## src/hdl/isec_pkg.sv

```systemverilog
// Package for the interval set engine: operation codes, defaults, and the
// command/status bundles between controller and datapath. No dependencies.
package isec_pkg;

   localparam int MAX_INTERVALS_DEF = 16;
   localparam int VALUE_WIDTH_DEF   = 32;
   localparam int TOL_W             = 31;
   localparam int MODE_W            = 3;

   // operation codes carried in req_tuser
   localparam logic [MODE_W-1:0] MODE_ADD     = 3'd0;
   localparam logic [MODE_W-1:0] MODE_SUB     = 3'd1;
   localparam logic [MODE_W-1:0] MODE_POINT   = 3'd2;
   localparam logic [MODE_W-1:0] MODE_SPAN    = 3'd3;
   localparam logic [MODE_W-1:0] MODE_ISECT   = 3'd4;
   localparam logic [MODE_W-1:0] MODE_CLEAR   = 3'd5;

   // csr register indexes
   localparam logic CSR_QUERY_TOL = 1'b0;
   localparam logic CSR_ISECT_TOL = 1'b1;

   typedef struct packed {
      logic accept;  // latch a new operation
      logic rd;      // read the entry at the scan index
      logic proc;    // process the last entry read
      logic fin;     // commit the result beat and store changes
   } cmd_type;

   typedef struct packed {
      logic scan_done; // no entry left to scan
      logic hold;      // current entry needs another process step
      logic out_free;  // result register can take a beat
   } stat_type;

endpackage

```

## src/hdl/interval_set_engine_core.sv

```systemverilog
// Top level of the interval set engine: stream ports, csr port, controller
// and datapath. Depends on isec_pkg, isec_ctrl, isec_datapath.
//
//  channel | direction | beat contents
//  req_    | in        | tdata {endpoint_b, endpoint_a}, tuser {edge_mode, mode}
//  rsp_    | out       | tdata {count, piece_valid, piece_high, piece_low, hit, status}
//  csr_    | in        | write enable, register index, 31-bit data
//
// Each stored entry costs a store read step and a process step on the single
// read port; add repeats the process step when leaving the copy phase and when
// inserting the new piece, subtract repeats it for each entry that is split.
// Reset is synchronous: the set is empty and both tolerances are zero.
// A stalled rsp_ side holds the scan only when an intersect piece or the
// final beat cannot be placed; a new req_ beat is taken while the last
// result beat still waits.
module interval_set_engine_core
   import isec_pkg::*;
#(
   parameter int MAX_INTERVALS = MAX_INTERVALS_DEF,
   parameter int VALUE_WIDTH   = VALUE_WIDTH_DEF,
   localparam int CNTW   = $clog2(MAX_INTERVALS + 1),
   localparam int REQ_DW = ((2*VALUE_WIDTH + 7) / 8) * 8,
   localparam int RSP_BW = 3 + 2*VALUE_WIDTH + CNTW,
   localparam int RSP_DW = ((RSP_BW + 7) / 8) * 8
) (
   input  logic              clock,
   input  logic              reset,
   input  logic              req_tvalid,
   output logic              req_tready,
   input  logic [REQ_DW-1:0] req_tdata,  // endpoint_a, endpoint_b, zero fill
   input  logic [3:0]        req_tuser,  // mode[2:0], edge_mode
   output logic              rsp_tvalid,
   input  logic              rsp_tready,
   output logic [RSP_DW-1:0] rsp_tdata,  // status, hit, piece_low, piece_high,
                                         // piece_valid, interval_count, zero fill
   output logic              rsp_tlast,
   input  logic              csr_we,
   input  logic              csr_addr,
   input  logic [TOL_W-1:0]  csr_wdata
);

   localparam int W = VALUE_WIDTH;

   cmd_type  cmd;
   stat_type stat;

   logic                 st, ht, pv;
   logic signed [W-1:0]  plow, phigh;
   logic [CNTW-1:0]      cnt;

   isec_ctrl u_ctrl (
      .clock     (clock),
      .reset     (reset),
      .req_valid (req_tvalid),
      .req_ready (req_tready),
      .stat      (stat),
      .cmd       (cmd)
   );

   isec_datapath #(
      .MAX_INTERVALS (MAX_INTERVALS),
      .VALUE_WIDTH   (VALUE_WIDTH)
   ) u_dp (
      .clock      (clock),
      .reset      (reset),
      .cmd        (cmd),
      .stat       (stat),
      .in_mode    (req_tuser[2:0]),
      .in_a       ($signed(req_tdata[W-1:0])),
      .in_b       ($signed(req_tdata[2*W-1:W])),
      .in_edge    (req_tuser[3]),
      .csr_we     (csr_we),
      .csr_addr   (csr_addr),
      .csr_wdata  (csr_wdata),
      .out_valid  (rsp_tvalid),
      .out_ready  (rsp_tready),
      .out_status (st),
      .out_hit    (ht),
      .out_low    (plow),
      .out_high   (phigh),
      .out_pvalid (pv),
      .out_last   (rsp_tlast),
      .out_count  (cnt)
   );

   // pack the result beat
   assign rsp_tdata = RSP_DW'({cnt, pv, phigh, plow, ht, st});

endmodule

```

## src/hdl/isec_ctrl.sv

```systemverilog
// Sequencer of the interval set engine: accept, scan entries, finish.
// Depends on isec_pkg.
module isec_ctrl
   import isec_pkg::*;
(
   input  logic     clock,
   input  logic     reset,
   input  logic     req_valid,
   output logic     req_ready,
   input  stat_type stat,
   output cmd_type  cmd
);

   localparam logic [1:0] S_IDLE = 2'd0;
   localparam logic [1:0] S_READ = 2'd1;
   localparam logic [1:0] S_PROC = 2'd2;
   localparam logic [1:0] S_FIN  = 2'd3;

   logic [1:0] state_ff, state_in;

   // next state and commands
   always_comb begin
      state_in   = state_ff;
      cmd        = '0;
      req_ready  = 1'b0;
      unique case (state_ff)
         S_IDLE: begin
            req_ready = 1'b1;
            if (req_valid) begin
               cmd.accept = 1'b1;
               state_in   = S_READ;
            end
         end
         S_READ: begin
            if (stat.scan_done) begin
               state_in = S_FIN;
            end else begin
               cmd.rd   = 1'b1;
               state_in = S_PROC;
            end
         end
         S_PROC: begin
            cmd.proc = 1'b1;
            if (!stat.hold) state_in = S_READ;
         end
         S_FIN: begin
            if (stat.out_free) begin
               cmd.fin  = 1'b1;
               state_in = S_IDLE;
            end
         end
         default: state_in = S_IDLE;
      endcase
   end

   always_ff @(posedge clock) begin
      if (reset) state_ff <= S_IDLE;
      else       state_ff <= state_in;
   end

endmodule

```

## src/hdl/isec_datapath.sv

```systemverilog
// Datapath of the interval set engine: ping-pong interval store, operand
// registers, tolerance compares and the result register. Depends on isec_pkg.
module isec_datapath
   import isec_pkg::*;
#(
   parameter int MAX_INTERVALS = MAX_INTERVALS_DEF,
   parameter int VALUE_WIDTH   = VALUE_WIDTH_DEF,
   localparam int CNTW = $clog2(MAX_INTERVALS + 1)
) (
   input  logic                          clock,
   input  logic                          reset,
   input  cmd_type                       cmd,
   output stat_type                      stat,
   input  logic [MODE_W-1:0]             in_mode,
   input  logic signed [VALUE_WIDTH-1:0] in_a,
   input  logic signed [VALUE_WIDTH-1:0] in_b,
   input  logic                          in_edge,
   input  logic                          csr_we,
   input  logic                          csr_addr,
   input  logic [TOL_W-1:0]              csr_wdata,
   output logic                          out_valid,
   input  logic                          out_ready,
   output logic                          out_status,
   output logic                          out_hit,
   output logic signed [VALUE_WIDTH-1:0] out_low,
   output logic signed [VALUE_WIDTH-1:0] out_high,
   output logic                          out_pvalid,
   output logic                          out_last,
   output logic [CNTW-1:0]               out_count
);

   localparam int W   = VALUE_WIDTH;
   localparam int IW  = $clog2(MAX_INTERVALS);
   localparam int CW  = ((W > TOL_W) ? W : TOL_W) + 2;
   localparam logic [CNTW-1:0] MAXC = CNTW'(MAX_INTERVALS);

   typedef logic signed [W-1:0]  val_type;
   typedef logic signed [CW-1:0] wide_type;

   function automatic wide_type ext(input val_type x);
      ext = CW'(x);
   endfunction

   function automatic wide_type add_tol(input val_type x, input logic [TOL_W-1:0] t);
      add_tol = CW'(x) + $signed(CW'(t));
   endfunction

   // store: two banks, one write and one read port
   val_type lo_mem [2**(IW+1)];
   val_type hi_mem [2**(IW+1)];

   logic [TOL_W-1:0]  qtol_ff, itol_ff;
   logic [MODE_W-1:0] mode_ff;
   logic              edge_ff;
   val_type           a_ff, lo_ff, lo_in, hi_ff, hi_in;
   logic              cur_ff, cur_in;
   logic [CNTW-1:0]   count_ff, count_in, idx_ff, idx_in, nout_ff, nout_in;
   logic [1:0]        phase_ff, phase_in;
   logic              merged_ff, merged_in, second_ff, second_in;
   logic              status_ff, status_in, hit_ff, hit_in, have_ff, have_in;
   val_type           pl_ff, pl_in, ph_ff, ph_in;
   val_type           rd_lo_ff, rd_hi_ff;

   logic              rvalid_ff, rvalid_in;
   logic              rstatus_ff, rstatus_in, rhit_ff, rhit_in;
   val_type           rlow_ff, rlow_in, rhigh_ff, rhigh_in;
   logic              rpv_ff, rpv_in, rlast_ff, rlast_in;
   logic [CNTW-1:0]   rcount_ff, rcount_in;

   logic              wr_want, wr_en, hold, advance, out_free, load;
   val_type           wr_lo, wr_hi, ql, qh;
   logic              keep;

   assign out_free = !rvalid_ff || out_ready;

   assign stat.scan_done = (idx_ff == count_ff) || (mode_ff > MODE_ISECT);
   assign stat.hold      = hold;
   assign stat.out_free  = out_free;

   // intersect window tests
   always_comb begin
      if (edge_ff) begin
         keep = !(add_tol(hi_ff, itol_ff) < ext(rd_lo_ff)) &&
                !(add_tol(rd_hi_ff, itol_ff) < ext(lo_ff));
      end else begin
         keep = !(add_tol(rd_lo_ff, itol_ff) > ext(hi_ff)) &&
                !(add_tol(lo_ff, itol_ff) > ext(rd_hi_ff));
      end
      ql = (lo_ff > rd_lo_ff) ? lo_ff : rd_lo_ff;
      qh = (hi_ff < rd_hi_ff) ? hi_ff : rd_hi_ff;
   end

   // per-entry processing and operation control
   always_comb begin
      lo_in = lo_ff;  hi_in = hi_ff;  cur_in = cur_ff;  count_in = count_ff;
      idx_in = idx_ff;  nout_in = nout_ff;  phase_in = phase_ff;
      merged_in = merged_ff;  second_in = second_ff;  status_in = status_ff;
      hit_in = hit_ff;  have_in = have_ff;  pl_in = pl_ff;  ph_in = ph_ff;
      rvalid_in = rvalid_ff && !out_ready;
      rstatus_in = rstatus_ff;  rhit_in = rhit_ff;  rlow_in = rlow_ff;
      rhigh_in = rhigh_ff;  rpv_in = rpv_ff;  rlast_in = rlast_ff;
      rcount_in = rcount_ff;
      wr_want = 1'b0;  wr_lo = rd_lo_ff;  wr_hi = rd_hi_ff;
      hold = 1'b0;  advance = 1'b0;  load = 1'b0;

      if (cmd.accept) begin
         lo_in = (in_a < in_b) ? in_a : in_b;
         hi_in = (in_a < in_b) ? in_b : in_a;
         idx_in = '0;  nout_in = '0;  phase_in = 2'd0;  merged_in = 1'b0;
         second_in = 1'b0;  status_in = 1'b0;  hit_in = 1'b0;  have_in = 1'b0;
      end

      if (cmd.proc) begin
         unique case (mode_ff)
            MODE_ADD: begin
               unique case (phase_ff)
                  2'd0: begin
                     if (rd_hi_ff < lo_ff) begin
                        wr_want = 1'b1;  advance = 1'b1;
                     end else begin
                        phase_in = 2'd1;  hold = 1'b1;
                     end
                  end
                  2'd1: begin
                     if (rd_lo_ff <= hi_ff) begin
                        if (rd_lo_ff < lo_ff) lo_in = rd_lo_ff;
                        if (rd_hi_ff > hi_ff) hi_in = rd_hi_ff;
                        merged_in = 1'b1;  advance = 1'b1;
                     end else if (!merged_ff && count_ff >= MAXC) begin
                        // store full and nothing merged: end the scan, drop the piece
                        idx_in = count_ff;
                     end else begin
                        wr_want = 1'b1;  wr_lo = lo_ff;  wr_hi = hi_ff;
                        phase_in = 2'd2;  hold = 1'b1;
                     end
                  end
                  default: begin
                     wr_want = 1'b1;  advance = 1'b1;
                  end
               endcase
            end
            MODE_SUB: begin
               if (rd_hi_ff < lo_ff || rd_lo_ff > hi_ff) begin
                  wr_want = 1'b1;  advance = 1'b1;
               end else if (!second_ff) begin
                  // keep the left part, queue the right part
                  if (rd_lo_ff < lo_ff) begin
                     wr_want = 1'b1;  wr_hi = lo_ff;
                  end
                  if (hi_ff < rd_hi_ff) begin
                     second_in = 1'b1;  hold = 1'b1;
                  end else begin
                     advance = 1'b1;
                  end
               end else begin
                  wr_want = 1'b1;  wr_lo = hi_ff;
                  second_in = 1'b0;  advance = 1'b1;
               end
            end
            MODE_POINT: begin
               if (add_tol(a_ff, qtol_ff) > ext(rd_lo_ff) &&
                   add_tol(rd_hi_ff, qtol_ff) > ext(a_ff)) hit_in = 1'b1;
               advance = 1'b1;
            end
            MODE_SPAN: begin
               if (add_tol(lo_ff, qtol_ff) > ext(rd_lo_ff) &&
                   add_tol(rd_hi_ff, qtol_ff) > ext(hi_ff)) hit_in = 1'b1;
               advance = 1'b1;
            end
            MODE_ISECT: begin
               if (!keep) begin
                  advance = 1'b1;
               end else if (have_ff && ql <= ph_ff) begin
                  if (qh > ph_ff) ph_in = qh;
                  advance = 1'b1;
               end else if (have_ff) begin
                  // emit the finished piece before starting a new one
                  if (!out_free) begin
                     hold = 1'b1;
                  end else begin
                     load = 1'b1;
                     rstatus_in = 1'b0;  rhit_in = 1'b1;  rlow_in = pl_ff;
                     rhigh_in = ph_ff;  rpv_in = 1'b1;  rlast_in = 1'b0;
                     rcount_in = count_ff;
                     pl_in = ql;  ph_in = qh;  advance = 1'b1;
                  end
               end else begin
                  pl_in = ql;  ph_in = qh;  have_in = 1'b1;  advance = 1'b1;
               end
            end
            default: advance = 1'b1;
         endcase
      end

      if (cmd.fin) begin
         load = 1'b1;
         rstatus_in = 1'b0;  rhit_in = hit_ff;  rlow_in = '0;  rhigh_in = '0;
         rpv_in = 1'b0;  rlast_in = 1'b1;
         unique case (mode_ff)
            MODE_ADD: begin
               if (phase_ff == 2'd2) begin
                  cur_in = !cur_ff;  count_in = nout_ff;
               end else if (!merged_ff && count_ff >= MAXC) begin
                  rstatus_in = 1'b1;
               end else begin
                  wr_want = 1'b1;  wr_lo = lo_ff;  wr_hi = hi_ff;
                  cur_in = !cur_ff;  count_in = nout_ff + 1'b1;
               end
            end
            MODE_SUB: begin
               rstatus_in = status_ff;
               cur_in = !cur_ff;  count_in = nout_ff;
            end
            MODE_ISECT: begin
               rhit_in = have_ff;  rpv_in = have_ff;
               rlow_in = have_ff ? pl_ff : '0;
               rhigh_in = have_ff ? ph_ff : '0;
            end
            MODE_CLEAR: count_in = '0;
            default: rhit_in = hit_ff;
         endcase
         rcount_in = count_in;
      end

      // write guard: a full bank drops the piece
      wr_en = wr_want && (nout_ff < MAXC);
      if (wr_en) nout_in = nout_ff + 1'b1;
      if (wr_want && !wr_en && mode_ff == MODE_SUB) status_in = 1'b1;
      if (advance) idx_in = idx_ff + 1'b1;
      if (load) rvalid_in = 1'b1;
   end

   // store write and registered read
   always_ff @(posedge clock) begin
      if (wr_en) begin
         lo_mem[{!cur_ff, nout_ff[IW-1:0]}] <= wr_lo;
         hi_mem[{!cur_ff, nout_ff[IW-1:0]}] <= wr_hi;
      end
      if (cmd.rd) begin
         rd_lo_ff <= lo_mem[{cur_ff, idx_ff[IW-1:0]}];
         rd_hi_ff <= hi_mem[{cur_ff, idx_ff[IW-1:0]}];
      end
   end

   // operand capture
   always_ff @(posedge clock) begin
      if (cmd.accept) begin
         mode_ff <= in_mode;
         edge_ff <= in_edge;
         a_ff    <= in_a;
      end
      lo_ff <= lo_in;  hi_ff <= hi_in;  idx_ff <= idx_in;  nout_ff <= nout_in;
      phase_ff <= phase_in;  merged_ff <= merged_in;  second_ff <= second_in;
      status_ff <= status_in;  hit_ff <= hit_in;  have_ff <= have_in;
      pl_ff <= pl_in;  ph_ff <= ph_in;
      rstatus_ff <= rstatus_in;  rhit_ff <= rhit_in;  rlow_ff <= rlow_in;
      rhigh_ff <= rhigh_in;  rpv_ff <= rpv_in;  rlast_ff <= rlast_in;
      rcount_ff <= rcount_in;
   end

   // control state and tolerances
   always_ff @(posedge clock) begin
      if (reset) begin
         cur_ff    <= 1'b0;
         count_ff  <= '0;
         rvalid_ff <= 1'b0;
         qtol_ff   <= '0;
         itol_ff   <= '0;
      end else begin
         cur_ff    <= cur_in;
         count_ff  <= count_in;
         rvalid_ff <= rvalid_in;
         if (csr_we && csr_addr == CSR_QUERY_TOL) qtol_ff <= csr_wdata;
         if (csr_we && csr_addr == CSR_ISECT_TOL) itol_ff <= csr_wdata;
      end
   end

   assign out_valid  = rvalid_ff;
   assign out_status = rstatus_ff;
   assign out_hit    = rhit_ff;
   assign out_low    = rlow_ff;
   assign out_high   = rhigh_ff;
   assign out_pvalid = rpv_ff;
   assign out_last   = rlast_ff;
   assign out_count  = rcount_ff;

endmodule

```

## config.mk

```make
export PLATFORM = sky130hd
export DESIGN_NAME = interval_set_engine_core
export DESIGN_NICKNAME = d
export VERILOG_FILES = /design/src/hdl/isec_pkg.sv /design/src/hdl/interval_set_engine_core.sv /design/src/hdl/isec_ctrl.sv /design/src/hdl/isec_datapath.sv
export SDC_FILE = /design/constraint.sdc
export NUM_CORES = 2
export LEC_CHECK = 0
export ABC_CLOCK_PERIOD_IN_PS = 10700
export BUFFER_PORTS_ARGS = -buffer_cell sky130_fd_sc_hd__buf_2
export CAP_MARGIN = 30
export CORE_AREA = 2 2 437 439
export DETAILED_ROUTE_END_ITERATION = 7
export DIE_AREA = 0 0 439 441
export PLACE_DENSITY = 0.78
export SLEW_MARGIN = 20
export SYNTH_ARGS = -nofsm -noshare
export SYNTH_HDL_FRONTEND = slang
export SYNTH_SLANG_ARGS = --single-unit
```

## constraint.sdc

```tcl
create_clock -name clock -period 10.7 [get_ports clock]
set_clock_uncertainty 0.05 [all_clocks]
set_input_delay 2.14 -clock clock [delete_from_list [all_inputs] [get_ports clock]]
set_output_delay 2.14 -clock clock [all_outputs]
set_load 0.02 [all_outputs]
```

==> metrics.sh <==
CP_MAX_FO=54
POST_ROUTE_CELLS_DRIVE_ABOVE_1_SHARE=0.2005
LAYOUT_COMMON_CELLS='2289 x sky130_fd_sc_hd__edfxtp_1, 705 x sky130_fd_sc_hd__ha_1, 640 x sky130_fd_sc_hd__mux4_2'
CPMOSTUSEDCELL='sky130_fd_sc_hd__o21a_1'
POWER_LEAKAGE_nW=46.43
AREA.GROWTH.SYNTH_TO_FINAL_PCT=11.34
DRTPASS1ITERATIONS=6
LARGEST_FAMILY_OF_LOGIC_CELLS_BY_SYNTHESIZED_AREA='multiplexers'
GRT_START_MAX_NET_PINS=139
GLOBALPLACE.CONGESTION=1.014
POWER.IR.VDD_WORST_uV=206.7
SYN_AVG_CELL_AREA_UM2=15.71
FINAL_NETS=8527
POSTSYNTHREGISTERBITS=2437
CTS.SINKS=2437
ANTENNA_FOUND_INITIAL=23
WORST_REG_TO_REG_CELLS=23
ANT_NETS=0
POST_SYNTH_INSTANCE_AREA_MM2=0.1165
SYNTH_SEQUENTIAL_AREA_RATIO=0.6157
TRITONCTS.NUM_BUFFERS=231
CRITPATHKIND='flip-flop to flip-flop'
SYNTHESIZED_AREA_FRACTION_OCCUPIED_BY_AND_OR_NAND_NOR_CELLS=0.04951
GRT_PASS1_VIAS=74317
NUMBER_OF_LEVELS_THE_H_TREE_WAS_SPLIT_INTO=4
CLOCK_TRANSITION_AT_THE_REGISTERS_OF_THE_REPORTED_PATHS_NS=0.06
ASYNCSETRESETFLOPFRACSYNTH=0
GRT_FIRST_PASS_WIRELENGTH_UM=546600
NUM_IO_PINS=180
LAYOUT_WORST_PATH_CYCLE_SHARE=0.8249
YS_TYPES=85
CTS_TREE='done'
CTSHOLDBUFFERS=0
CRITICAL_PATH_REQUIRED_NS=11.21
SLEW_HEADROOM=0.2386
MAX_CAP_VIOL_COUNT=0
FINAL_CELLS=10434
MULTIPLEXER_AREA_FRACTION_AFTER_SYNTHESIS=0.1444
HOLD_DEPTH=2
DR_TOTAL_VIAS=75146
DIEHEIGHT_UM=441
PRECTSSETUPSLACK_NS=2.220
CRITPATHSLOWESTCELL='sky130_fd_sc_hd__dfxtp_1'
MIN-DELAY-START='u_dp.out_last'
MAX_STAGE_DELAY_NS=0.77
WL_PER_CELL_UM=37.33
ROUTED_WL_UM=389500
SETUP.WORST_PATH.END_CLASS='flip-flop'
PATH_BUF_INV=2
OUTCOME='complete, no violations'
FINAL-SETUP-VIOL-COUNT=0
REPORT.FINAL.SLEW_VIOL_COUNT=0
FIN_CRIT_NS=8.826
TOTAL_POWER_mW=27.83
MAXIMUM_NUMBER_OF_BUFFERS_FROM_CLOCK_ROOT_TO_SINK=3
SYNTH-XOR-AREA-SHARE=0.01527
ROWS=160
BUFFER_TYPE_AT_THE_CLOCK_TREE_ROOT='sky130_fd_sc_hd__clkbuf_16'
LAYOUT_SETUP_WS_NS=1.874
MAX_SLEW.WORST_PIN.SLEW_NS=1.113
NUMBER_OF_INSTANCES_IN_THE_SYNTHESIZED_NETLIST=7412
CP_CELL_SEQUENCE='ha_1 -> a211o_1 -> a21oi_1 -> o211ai_1 -> nand3_1 -> a311oi_1 -> nor2_1 -> a2111oi_0 -> o21a_1 -> o21a_1 -> o21a_1 -> o211ai_1 -> ha_1 -> nand4_1 -> a211oi_1 -> buf_2 -> o311a_1 -> o311ai_0 -> o32ai_1 -> nand3b_1 -> or3_1 -> nand2_4 -> buf_4'
MIN-DELAY-PATH-CLASS='flip-flop to flip-flop'
CRITICAL_PATH.TOP_DELAY_FAMILY='compound AO/OA/AOI/OAI gates'
WORST-ENDPOINT-ARRIVAL_NS=9.33
BUFFERS_ON_PORTS=179
YOSYS_WARNINGS=0
DRTITER0DRC=11173
REMAINING_DRC_ERRORS=0
ACHIEVABLE-FREQUENCY_MHz=113.3
GRT_OVERFLOW_TOTAL=0
RR_STARTPOINT='u_dp.hi_ff[0]'
INITIAL_CORE_UTIL=0.6156
POWER_DENSITY_mW_PER_MM2=214.7
CP-START-KIND='flip-flop'
DP_CELLS=9982
TIMING.REG2REG.SETUP_SLACK_NS=1.87
POST_CTS.REPAIR.SETUP_BUFFERS=0
SKEW_PAIR_LATE_INSERTION_DELAY_NS=0.92
PLACED_WIRE_LENGTH_ESTIMATE_AFTER_DETAILED_PLACEMENT_UM=235300
GRTUSAGETOTAL=0.4019
WORST_R2R_ENDPOINT='u_dp.out_high[7]'
FLOORPLAN.DIE.WIDTH_UM=439
LAYOUT.FILLER_CELLS=11727
ROUTED_VIA_DENSITY=7.202
HOLD_PATH_END='u_dp.out_last'
YOSYS_MOST_USED_DFF='sky130_fd_sc_hd__edfxtp_1'
CORE-AREA_MM2=0.1892
FINALHOLDVIOLCOUNT=0
DIE-AREA_MM2=0.1936
MOST_COMMON_CELL_AFTER_LAYOUT_FILL_AND_TAPS_ASIDE='sky130_fd_sc_hd__edfxtp_1'
CTS.REPAIR.RESIZED=0
FIN_TNS_SETUP_NS=0
POSTSYNTHNETCOUNT=8229
SYNTH-COMPOUND-AREA-SHARE=0.07893
YOSYS.AREA_SHARE.ADDER=0.07695
SYNTH_EDF_COUNT=2289
GRT_SETUP_UNREPAIRED='no'
[stage by stage]
stage / utilization / instance area, um2 / hold WS, ns
floorplan: - / 116500 / 0.3759
global placement: 0.6398 / 121000 / 0.3932
detailed placement: 0.6423 / 121500 / 0.3911
CTS: 0.6845 / 129500 / 0.4242
global route: 0.6853 / 129600 / 0.4411
finish: 0.6854 / 129700 / 0.4216
[cells by family after synthesis]
group                    after synthesis
adder cells (fa/ha/maj)              712
buffers and inverters                586
flip-flops                          2437
XOR/XNOR                             203
AO/OA/AOI/OAI                       1393
AND/OR/NAND/NOR                     1210
multiplexers                         871
[per-layer routing]
| layer | global-route usage | up-vias | wire, um |
|---|---|---|---|
| li1 | - | 30246 | - |
| met4 | 0.2540 | 14 | 29370 |
| met2 | 0.6354 | 5849 | 183200 |
| met5 | 0 | - | 120 |
| met3 | 0.08504 | 1191 | 43540 |
| met1 | 0.5109 | 37846 | 133300 |
[flip-flops by register name (all words and copies together) (netlist names), 3 cells and up]
signal          flops
u_dp.rd_hi_ff      32
u_dp.lo_mem      1024
u_dp.out_low       32
u_dp.rd_lo_ff      32
u_dp.mode_ff        3
u_dp.hi_ff         32
u_dp.itol_ff       31
u_dp.hi_mem      1024
u_dp.nout_ff        5
u_dp.pl_ff         32
u_dp.qtol_ff       31
u_dp.out_high      32
u_dp.count_ff       5
u_dp.out_count      5
u_dp.ph_ff         32
u_dp.a_ff          32
u_dp.lo_ff         32
u_dp.idx_ff         5
[synthesized netlist by cell type, drive strengths merged, types with 17 or more instances]
master,n,area [um2]
edfxtp,2289,68740
ha,705,8821
mux4,640,14410
a21oi,389,1947
nor2,351,1318
nand2,349,1310
a21o,297,2230
inv,296,1111
o21ai,249,1246
clkbuf,226,848.3
mux2i,166,1674
xnor2,154,1349
dfxtp,148,2963
nand4,99,619.3
nor2b,98,613.1
a211oi,93,710.7
nand3,70,350.3
mux2,65,732.0
buf,63,275.3
nor3,58,300.3
o21a,54,405.4
nand2b,53,331.6
xor2,49,429.2
o221ai,34,297.8
a22oi,33,247.7
o221a,32,360.4
o21bai,26,195.2
or3,26,167.7
o211ai,25,187.7
and3,22,137.6
a31oi,20,125.1
nor4,17,106.4
[power by group]
group / leakage (nW) / switching, mW / internal [mW] / total [mW]
Sequential: 21.8 / 0.484 / 10.9 / 11.4
Combinational: 20.7 / 4.46 / 3.16 / 7.62
Clock: 3.85 / 3.96 / 4.83 / 8.80
Total: 46.4 / 8.91 / 18.9 / 27.8
[area by class of cell]
cell class,count,area [um2],share of cell area
sequential,2437,71720,0.5531
timing repair buffer,354,2616,0.02018
inverter,297,1120,0.008636
clock buffer,258,5882,0.04536
multi-input combinational,4389,43050,0.3320
tap,2511,3142,0.02423
clock inverter,179,2112,0.01629
antenna,9,22.52,0.0001737
[worst min-delay path: stages, from the launching register on]
cell                      delay, ns
sky130_fd_sc_hd__dfxtp_1       0.32
sky130_fd_sc_hd__nand2_1       0.06
sky130_fd_sc_hd__nand2_1       0.05
[how the worst max path moves through the flow]
stage / start / end / slack, ns / cells past startpoint
finish: u_dp.hi_ff[0] / u_dp.out_high[7] / 1.87 / 23
global route: u_dp.hi_ff[0] / u_dp.out_high[7] / 1.91 / 25
CTS: u_dp.hi_ff[0] / u_dp.out_high[7] / 2.15 / 25
detailed placement: u_dp.hi_ff[0] / u_dp.out_low[3] / 2.22 / 25
global placement: u_dp.lo_ff[9] / u_dp.out_low[1] / 1.65 / 22
floorplan: rsp_tready / u_dp.hi_mem[29][0] / 2.04 / 9
Power figures use the tool's default switching activity.
